--- src/sv/linear_probe_hash_set_macros.svh ---
// Assertion macros for the linear probing hash set.
// Included by modules that carry concurrent checks; needs clk and rst_n in scope.
`ifndef LINEAR_PROBE_HASH_SET_MACROS_SVH
`define LINEAR_PROBE_HASH_SET_MACROS_SVH
`ifndef SYNTHESIS
// same-cycle implication
`define LPHS_ASSERT_IMP(label, ante, cons, msg) \
    label: assert property (@(posedge clk) disable iff (!rst_n) (ante) |-> (cons)) \
        else $error(msg);
// next-cycle implication
`define LPHS_ASSERT_NXT(label, ante, cons, msg) \
    label: assert property (@(posedge clk) disable iff (!rst_n) (ante) |=> (cons)) \
        else $error(msg);
`else
`define LPHS_ASSERT_IMP(label, ante, cons, msg)
`define LPHS_ASSERT_NXT(label, ante, cons, msg)
`endif
`endif

--- src/sv/lphs_ram.sv ---
// Generic single-write, single-read RAM with registered read data.
// No dependencies.
module lphs_ram #(
    parameter int WIDTH = 8,
    parameter int DEPTH = 16
) (
    input  logic                     clk,
    input  logic                     we,
    input  logic [$clog2(DEPTH)-1:0] waddr,
    input  logic [WIDTH-1:0]         wdata,
    input  logic [$clog2(DEPTH)-1:0] raddr,
    output logic [WIDTH-1:0]         rdata
);

    logic [WIDTH-1:0] mem [DEPTH];

    // write port
    always_ff @(posedge clk)
    begin
        if (we)
        begin
            mem[waddr] <= wdata;
        end
    end

    // registered read
    always_ff @(posedge clk)
    begin
        rdata <= mem[raddr];
    end

endmodule

--- config.mk ---
export PLATFORM = sky130hd
export DESIGN_NAME = lphs_ram
export DESIGN_NICKNAME = d
export VERILOG_FILES = /design/src/sv/linear_probe_hash_set_macros.svh /design/src/sv/lphs_ram.sv
export SDC_FILE = /design/constraint.sdc
export NUM_CORES = 1
export LEC_CHECK = 0
export BUFFER_PORTS_ARGS = -buffer_cell sky130_fd_sc_hd__buf_2
export CAP_MARGIN = 20
export CORE_MARGIN = 2
export CORE_UTILIZATION = 65
export CTS_CLUSTER_DIAMETER = 30
export DETAILED_ROUTE_END_ITERATION = 12
export PLACE_DENSITY = 0.95
export SYNTH_ARGS = -nofsm -noshare
export SYNTH_HDL_FRONTEND = slang
export SYNTH_SLANG_ARGS = --single-unit
--- constraint.sdc ---
create_clock -name clk -period 3.3 [get_ports clk]
set_clock_uncertainty 0.2 [all_clocks]
set_input_delay 0.66 -clock clk [delete_from_list [all_inputs] [get_ports clk]]
set_output_delay 0.66 -clock clk [all_outputs]
set_load 0.02 [all_outputs]
After elaboration in Yosys (flattened, before gate mapping) --
Memory sizes are Yosys's and may differ from the RTL's. A register that Yosys moved wholly into a read port is not among the register bits. Cells that the tools add are included. W data, S select, Z words.
Storage, ports and cells: register bits after elaboration 0, bits in latches 0, memory bits (writable) 128, ROM bits 0, bits of input ports 18, logic and storage cells 3, memories 1
Cells by class: add/sub/neg operators 0, $mul 0, div/mod/pow operators 0, $lt $le $gt $ge 0, equal/unequal tests 0, shifts and indexed selects 0, muxes and demuxes 2, bitwise logic cells 0, reductions and logical operators 0
Memories:
- mem | words 16, bits a word 8, read ports 1, clocked after Yosys merged registers in 1, write ports 1, RTL line lphs_ram.sv:15 | logic [WIDTH-1:0] mem [DEPTH];
Operator list (count):
- $mux W1 | 2

Longest topological paths before layout --
Gate-level depths: netlist (run 1).
word-level depth 2, mapped depth 5, mapped depth without buffers 3

Worst setup path after synthesis (run 1) --
Ideal clock, no wire load.
path kind input port to flip-flop, start in waddr[2], end mem mem[0][0], enable pin, arrival time 1.770 ns, path slack 0.947 ns, cell stages on the path 2, path through or3b_2 nor3_1
RTL lines:
- start: declaration | RTL line lphs_ram.sv:9 | input logic [$clog2(DEPTH)-1:0] waddr,
- end: declaration | RTL line lphs_ram.sv:15
Straight into the memory's write port.

==> results of run 1 <==
==> final timing paths <==
| path | from | endpoint | slack (ps) | cells past startpoint |
|---|---|---|---|---|
| worst max-delay path | raddr[0] | rdata[2] | 1140 | 5 |
| worst min-delay path | wdata[3] | mem[11][3] | 320 | 1 |
| worst max register to register | mem[4][6] | rdata[6] | 1640 | 3 |
| worst min register to register | mem[11][4] | rdata[4] | 490 | 3 |
==> stage by stage <==
stage	hold WS, ps	instance area, sq um
6_report	317	6000
5_1_grt	321	6000
4_1_cts	297	6000
3_5_place_dp	466	5380
3_3_place_gp	451	5380
2_1_floorplan	429	5150
==> flip-flops by register name, indices dropped and copies added, names as in the netlist <==
| signal | flops |
|---|---|
| rdata | 8 |
| mem | 128 |
==> worst reg2reg max path: stages (launching register included) <==
cell and delay [ps]:
sky130_fd_sc_hd__edfxtp_1 420, sky130_fd_sc_hd__mux4_2 520, sky130_fd_sc_hd__a22oi_1 280, sky130_fd_sc_hd__nand2_1 120
==> per-layer routing <==
| layer | part of all wire (%) | GRT usage [%] | wire length [microns] | vias to the layer above |
|---|---|---|---|---|
| met2 | 50 | 39.7 | 5040 | 147 |
| met3 | 7.3 | 6.37 | 744 | 20 |
| met5 | 0 | 0 | 0 | - |
| li1 | - | - | - | 1057 |
| met4 | 2.3 | 11.6 | 235 | 0 |
| met1 | 41 | 38.1 | 4130 | 1285 |
==> cells in the mapped netlist, types with 2 or more instances <==
cell                              instances  share of area, %
sky130_fd_sc_hd__edfxtp_1               128                75
sky130_fd_sc_hd__mux4_2                  18               7.9
sky130_fd_sc_hd__a22oi_1                 16               2.3
sky130_fd_sc_hd__mux4_1                  14               7.1
sky130_fd_sc_hd__nor2_1                  13              0.95
sky130_fd_sc_hd__nand2_1                  9              0.66
sky130_fd_sc_hd__dfxtp_1                  8               3.1
sky130_fd_sc_hd__nor3_1                   4              0.39
sky130_fd_sc_hd__buf_2                    3              0.29
sky130_fd_sc_hd__buf_6                    3              0.66
sky130_fd_sc_hd__clkdlybuf4s25_2          3              0.58
sky130_fd_sc_hd__nand2b_1                 2              0.24
sky130_fd_sc_hd__nand3b_1                 2              0.29
==> where the power goes <==
group / total, uW / switching (uW) / internal [uW] / leakage (uW)
Combinational: 184 / 112 / 72.0 / 0.000517
Sequential: 1950 / 13.6 / 1930 / 0.00122
Clock: 1970 / 680 / 1290 / 0.000289
==> kinds of logic (layout without fill, tap and decap cells) <==
kind of cell / count (synthesis) / after routing
AOI/OAI and AO/OA: 16 / 16
buffers and inverters: 10 / 65
DFF: 136 / 136
muxes: 32 / 32
and+or+nand+nor: 35 / 35
==> cell type report <==
class	instances	share of cell area (%)
timing repair buffer	34	3.21
sequential	136	66.7
clock inverter	14	3.44
multi-input combinational	83	17.6
clock buffer	17	6.90
tap	102	2.13
==> impl_metrics.ini, run 1 <==
[worst_hold_path]
hold_class = primary input to register

[cells_and_area]
multiInputGateArea_sq_um = 1060
n_antenna_cell = 0
commonest_cells_after_routing_fill_and_taps_aside = sky130_fd_sc_hd__edfxtp_1 (128), sky130_fd_sc_hd__buf_2 (25), sky130_fd_sc_hd__mux4_2 (18), sky130_fd_sc_hd__a22oi_1 (16), sky130_fd_sc_hd__clkbuf_16 (16)
n_fill_cell = 402
final_layout_size_suffix_gt1_share_pct = 29.2
fin_cells = 386
layout.cells.most_common = sky130_fd_sc_hd__edfxtp_1
ff_latch_area_sq_um = 4000
design.final.nets = 290
area_growth_syn_to_layout_pct = 16.6
layout.core_utilization_pct = 78.1

[global_routing]
grt_max_degree = 33
antenna_found_initial = 0
first_pass_grt_wire_length_microns = 15400
first_global_vias = 2550
aggregate_global_routing_overflow = 0
groute.usage.overall_pct = 26.4

[placed_design]
place_congestion = 0.714
portBuffers = 25
post-place-ws_ps = 643
place_inst = 355
detailedPlacementHpwl_microns = 5700

[pwr]
worst_ir_drop_vdd_v = 0.000487
finalPower_uw = 4100
p_leak_uw = 0.00203
power-per-cell-area_nw_per_um2 = 683

[routing]
dr.pass1.iters = 5
antenna_violating_nets_post_route = 0
wl_per_cell_microns = 26.3
detailedRoute.firstIterationViolations = 243
avgViaCountPerCell = 6.50
post-route-drc-count = 0
routed_wirelength_microns = 10200
vias = 2509

[yosys]
yosys_register_bits = 136
synth_compound_area_share_pct = 2.33
synth-seq-area-share_pct = 77.8
yosysWarnings = 0
synth_mux_area_share_pct = 15.0
combinational_family_with_the_most_area_after_synthesis = multiplexers
yosysUniqueCellTypes = 19
synth_enable_flop_cells = 128
synth_simple_gate_area_share_pct = 3.18
syn_inst = 229
synth.avg_cell_area_sq_um = 22.5
async_reset_ff_share_pct = 0
share_of_synthesized_cell_area_in_full_adder_half_adder_and_majority_cells_pct = 0
syn-num-nets = 247
synth.cell_area_sq_um = 5150
yosys.area_share.xor_xnor_pct = 0
synth-main-ff-cell = sky130_fd_sc_hd__edfxtp_1

[run_status]
outcome = finished clean

[clock_network]
postCtsSetupBuffers = 0
htreeDepth = 4
cts_repair_resize_count = 0
cts_sinks = 136
clk_transition_reported_paths_ps = 60
clk_root_buffer_cell = sky130_fd_sc_hd__clkbuf_8
clockBufferDepth = 2
cts_inserted_buffers = 17
worstSkewPairLatency_ps = 530
cts_tree = done
cts.hold.buffers_added = 0

[sta]
period_minus_slack_ps = 2160
final_worst_slack_ps = 1140
grt_setup_unrepaired = no
timing.fmax_mhz = 462
slew_viol_final = 0
timing.final.setup_violations = 0
timing.final.crit_share_pct = 65.5
tightest_slew_ps = 1000
slew_headroom_pct = 32.9
timing.setup.tns_ps = 0
final_report_hold_violation_count = 0

[worst_setup_path]
cp-end-kind = register
crit_slowest_cell = sky130_fd_sc_hd__mux4_1
crit_chain = buf_2 -> buf_4 -> mux4_1 -> a22oi_1 -> nand2_1
critical_path.max_stage_delay_ps = 580
critical_path_arrival_ps = 2370
cp_num_buf_inv = 2
critPathKind = primary input to register
crit_fanout = 20
timing.critical_path.required_ps = 3510
cpLargestDelayFamily = buffers and inverters
critPathLaunchType = primary input

[floorplan]
ioPinCount = 26
die_width_microns = 93.0
placementRows = 32
initial_core_utilization_pct = 67.0
fp.dieArea_sq_um = 8650
dieHeight_microns = 93.0
core-area_sq_um = 7690

[flow_run]
maxCapViolCount = 0
No activity file was read; power rests on OpenSTA's default activity.
==> run 2: changes to the inputs <==
- ABC_AREA: default -> 1
- CORE_UTILIZATION: 65 -> 55
- PLACE_DENSITY: 0.95 -> 0.86
- clock period: 3.3 -> 1.9 ns (I/O delays scaled with it)
==> impl_metrics.ini, run 2 <==
[cells_and_area]
registers.top_by_ff_count = mem
fin_cells = 744
layout.core_utilization_pct = 65.1
n_antenna_cell = 0
area_growth_syn_to_layout_pct = 15.5
commonest_cells_after_routing_fill_and_taps_aside = sky130_fd_sc_hd__nand2_1 (173), sky130_fd_sc_hd__edfxtp_1 (128), sky130_fd_sc_hd__inv_1 (100), sky130_fd_sc_hd__nand3_1 (97), sky130_fd_sc_hd__buf_2 (25)
reg_top3 = mem x128, rdata x8
largest_reg_flops = 128
layout.cells.most_common = sky130_fd_sc_hd__nand2_1
design.final.nets = 613
final_layout_size_suffix_gt1_share_pct = 12.7
n_fill_cell = 685

[placed_design]
place_inst = 711
detailedPlacementHpwl_microns = 7820
portBuffers = 25
place_congestion = 0.833

[global_routing]
grt_max_degree = 65
aggregate_global_routing_overflow = 0
antenna_found_initial = 0
first_global_vias = 4022
groute.usage.overall_pct = 25.6
first_pass_grt_wire_length_microns = 21200

[sta]
slew_viol_final = 0
timing.final.crit_share_pct = 85.7
slew_headroom_pct = 58.1
timing.setup.tns_ps = 0
tightest_slew_ps = 628
grt_setup_unrepaired = no
hold-worst-slack_ps = 58.8
period_minus_slack_ps = 1630
final_report_hold_violation_count = 0
timing.final.setup_violations = 0
timing.fmax_mhz = 614

[yosys]
syn_inst = 551
syn-num-nets = 569
yosysTopAreaCellShare_pct = 66.7
synthTopCellsByArea = sky130_fd_sc_hd__edfxtp_1 (67%), sky130_fd_sc_hd__nand2_1 (11%), sky130_fd_sc_hd__nand3_1 (8.4%)
async_reset_ff_share_pct = 0
yosys.area.top_type = sky130_fd_sc_hd__edfxtp_1
synth-main-ff-cell = sky130_fd_sc_hd__edfxtp_1
synth.cell_area_sq_um = 5770
synth.avg_cell_area_sq_um = 10.5
yosys_register_bits = 136
synthMostInstantiatedCell = sky130_fd_sc_hd__nand2_1
yosysUniqueCellTypes = 12
synth_enable_flop_cells = 128
yosysWarnings = 0
synth-seq-area-share_pct = 69.4
synth.top_cells.by_count = sky130_fd_sc_hd__nand2_1 (173), sky130_fd_sc_hd__edfxtp_1 (128), sky130_fd_sc_hd__inv_1 (100)

[floorplan]
ioPinCount = 26
initial_core_utilization_pct = 56.4
fp.dieArea_sq_um = 11300
placementRows = 37
dieHeight_microns = 106
core-area_sq_um = 10200
die_width_microns = 106

[clock_network]
cts_repair_resize_count = 0
worstSkewPairLatency_ps = 520
clockBufferDepth = 2
cts_inserted_buffers = 17
cts_sinks = 136
clk_root_buffer_cell = sky130_fd_sc_hd__clkbuf_8
clk_transition_reported_paths_ps = 60
postCtsSetupBuffers = 0
cts.hold.buffers_added = 1
htreeDepth = 4
cts_tree = done

[pwr]
worst_ir_drop_vdd_v = 0.000763
finalPower_uw = 6900
p_leak_uw = 0.00293
power-per-cell-area_nw_per_um2 = 1040

[worst_setup_path]
critPathLaunchType = register
critPathKind = register to output pin
cpLargestDelayFamily = flip-flops
crit_fanout = 1
crit_slowest_cell = sky130_fd_sc_hd__dfxtp_1
timing.critical_path.required_ps = 1320
cp-end-kind = output pin
critical_path_arrival_ps = 1050
cp_num_buf_inv = 1
critical_path.max_stage_delay_ps = 350
crit_chain = buf_2

[flow_run]
maxCapViolCount = 0

[routing]
wl_per_cell_microns = 18.0
avgViaCountPerCell = 5.57
antenna_violating_nets_post_route = 0
post-route-drc-count = 0
vias = 4143
dr.pass1.iters = 8
detailedRoute.firstIterationViolations = 521
routed_wirelength_microns = 13400

[worst_hold_path]
hold_class = primary input to register

[run_status]
outcome = finished clean
## run 2: cell count changes after synthesis, moves of 4 or more
cell                      change
sky130_fd_sc_hd__nand2_1    +164
sky130_fd_sc_hd__buf_2       +10
sky130_fd_sc_hd__nand3_1     +96
sky130_fd_sc_hd__mux4_1      -14
sky130_fd_sc_hd__nor3_1       -4
sky130_fd_sc_hd__nor2_1       +4
sky130_fd_sc_hd__inv_1      +100
sky130_fd_sc_hd__a22oi_1     -16
sky130_fd_sc_hd__mux4_2      -18
## run 2: path summary, 6_finish.rpt
kind         startpoint          to  slack (ps)  cells past startpoint
max reg2reg  mem[10][5]    rdata[5]         570                      6
min reg2reg   mem[2][3]    rdata[3]         470                      6
max            rdata[0]    rdata[0]         270                      1
min            wdata[1]  mem[14][1]          60                      1
## run 2: power by group
| part | internal [uW] | leakage [uW] | switching (uW) |
|---|---|---|---|
| sequential | 3360 | 0.00122 | 21.8 |
| combinational | 127 | 0.00142 | 318 |
| clock | 1930 | 0.000277 | 1150 |
| total | 5410 | 0.00293 | 1490 |
## run 2: through the flow
step	instance area, sq um	worst slack [ps]
CTS	6660	251
floorplan	5770	369
global placement	6090	196
finish	6660	271
detailed placement	6090	163
global route	6660	233
## run 2: kinds of logic after synthesis
group	count (synthesis)	share of synthesized area, %
and+or+nand+nor	289	21.0
DFF	136	69.4
buffers and inverters	126	9.52
## run 2: final cells by class
class | instances | area [sq um] | area share (%)
Timing Repair Buffer | 49 | 333 | 5.00
Multi-Input combinational cell | 289 | 1210 | 18.2
Clock buffer | 24 | 460 | 6.91
Inverter | 102 | 383 | 5.75
Tap cell | 136 | 170 | 2.55
Sequential cell | 136 | 4000 | 60.1
Clock inverter | 8 | 97.6 | 1.47
## run 2: routing by layer
metal / GRT usage (%) / up-vias / wire (microns)
met3: 7.60 / 58 / 1610
met2: 41.3 / 319 / 6430
li1: - / 1858 / -
met1: 31.7 / 1908 / 4780
met4: 12.0 / 0 / 567
met5: 0 / - / 0
==> run 3: changes to the inputs <==
- CORE_UTILIZATION: 55 -> 57
- CTS_BUF_LIST: default -> sky130_fd_sc_hd__clkbuf_8
- CTS_CLUSTER_DIAMETER: 30 -> 40
- GPL_TIMING_DRIVEN: default -> 0
- PLACE_DENSITY: 0.86 -> 0.89
==> impl_metrics.ini, run 3 (synthesis results as in run 2) <==
[placed_design]
place_inst = 706
portBuffers = 22
placed_cell_area_sq_um = 6040
detailedPlacementHpwl_microns = 8550
place_congestion = 0.968
post-place-ws_ps = -190

[worst_setup_path]
critical_path_launch_point = waddr[3]
critPathLaunchType = primary input
r2r_end = rdata[1]
cpLargestDelayFamily = simple AND/OR/NAND/NOR gates
critical_path_arrival_ps = 1540
crit_chain = buf_2 -> nand3b_1 -> nor2_1
cp_num_buf_inv = 1
r2r_start = mem[10][1]
cp-end-kind = register
critical_path_depth = 3
critPathKind = primary input to register
ff2ff_setup_slack_ps = 650
setup_crit_end = mem[5][1]
crit_fanout = 8
crit_slowest_cell = sky130_fd_sc_hd__nor2_1
timing.critical_path.required_ps = 1760
reg2reg_depth = 6
critical_path.max_stage_delay_ps = 790

[global_routing]
aggregate_global_routing_overflow = 0
first_global_vias = 3857
antenna_found_initial = 0
grt_max_degree = 17
groute.usage.overall_pct = 25.3
first_pass_grt_wire_length_microns = 20400

[sta]
tightest_slew_ps = 978
timing.final.crit_share_pct = 88.2
final_report_hold_violation_count = 0
slew_viol_final = 0
slew_headroom_pct = 34.5
period_minus_slack_ps = 1680
timing.final.setup_violations = 0
final_worst_slack_ps = 225
timing.fmax_mhz = 597
grt_setup_unrepaired = no

[routing]
dr.pass1.iters = 6
routed_wirelength_microns = 13000
detailedRoute.firstIterationViolations = 561
wl_per_cell_microns = 17.6
post-route-drc-count = 0
antenna_violating_nets_post_route = 0
avgViaCountPerCell = 5.46
vias = 4026

[cells_and_area]
largest_reg_flops = 128
final_layout_size_suffix_gt1_share_pct = 12.9
commonest_cells_after_routing_fill_and_taps_aside = sky130_fd_sc_hd__nand2_1 (173), sky130_fd_sc_hd__edfxtp_1 (128), sky130_fd_sc_hd__inv_1 (100), sky130_fd_sc_hd__nand3_1 (97), sky130_fd_sc_hd__buf_2 (35)
registers.top_by_ff_count = mem
layout.core_utilization_pct = 65.4
n_antenna_cell = 0
layout.cells.most_common = sky130_fd_sc_hd__nand2_1
design.final.nets = 610
fin_cells = 738
n_fill_cell = 729
reg_top3 = mem x128, rdata x8
final_design_area_no_fill_sq_um = 6420
area_growth_syn_to_layout_pct = 11.3

[clock_network]
cts_repair_resize_count = 0
cts_tree = done
clk_root_buffer_cell = sky130_fd_sc_hd__clkbuf_8
htreeDepth = 4
cts_sinks = 136
clk_transition_reported_paths_ps = 80
clockBufferDepth = 2
cts_inserted_buffers = 17
cts.hold.buffers_added = 0
worstSkewPairLatency_ps = 440
postCtsSetupBuffers = 0

[floorplan]
dieHeight_microns = 105
ioPinCount = 26
core-area_sq_um = 9820
initial_core_utilization_pct = 58.7
placementRows = 36
die_width_microns = 105
fp.dieArea_sq_um = 10900

[pwr]
power-per-cell-area_nw_per_um2 = 945
p_leak_uw = 0.00279
worst_ir_drop_vdd_v = 0.000500
finalPower_uw = 6060

[run_status]
outcome = finished clean

[worst_hold_path]
hold_class = primary input to register

[flow_run]
maxCapViolCount = 0
[run 3: changes by cell type in the layout (fill, tap and decap cells not counted), sizes merged]
cell,before,now
bufinv,2,1
buf,48,46
dlygate4sd3,1,0
clkinvlp,0,4
clkbuf,24,17
inv,102,109
clkinv,6,3
[run 3: routing by layer]
| layer | wire [microns] | track usage, % | share of wire (%) |
|---|---|---|---|
| met3 | 1710 | 5.93 | 13 |
| met4 | 329 | 10.8 | 2.5 |
| met2 | 6050 | 39.7 | 47 |
| met1 | 4900 | 34.1 | 38 |
| met5 | 0 | 0 | 0 |
[run 3: report_power, final]
part	internal, uW	switching (uW)	total [uW]	leakage, uW
Sequential	3350	16.8	3370	0.00122
Clock	1060	1190	2250	0.000180
Combinational	129	322	451	0.00139
Total	4540	1530	6060	0.00279
[run 3: worst min path at each step]
| stage | start | endpoint | slack (ps) | cells past startpoint |
|---|---|---|---|---|
| 2_1_floorplan | wdata[0] | mem[0][0] | 280 | 0 |
| 3_3_place_gp | mem[6][7] | rdata[7] | 480 | 6 |
| 3_5_place_dp | mem[6][7] | rdata[7] | 490 | 6 |
| 4_1_cts | wdata[7] | mem[3][7] | 120 | 1 |
| 5_1_grt | wdata[2] | mem[3][2] | 160 | 1 |
| 6_report | wdata[2] | mem[9][2] | 140 | 1 |
[run 3: metrics by stage]
step                      setup TNS (ps)  hold slack (ps)
after floorplan                        0              279
after global placement             -2330              484
after detailed placement           -5630              494
after CTS                              0              120
after global routing                   0              157
final                                  0              144
[run 3: cell type report]
type	count	area (sq um)	area share, %
Buffer	24	166	2.59
Clock buffer	17	234	3.65
Clock inverter	15	141	2.20
Inverter	102	383	5.96
Multi-Input combinational cell	289	1210	18.9
Sequential cell	136	4000	62.4
Tap cell	133	166	2.59
Timing Repair Buffer	22	110	1.72
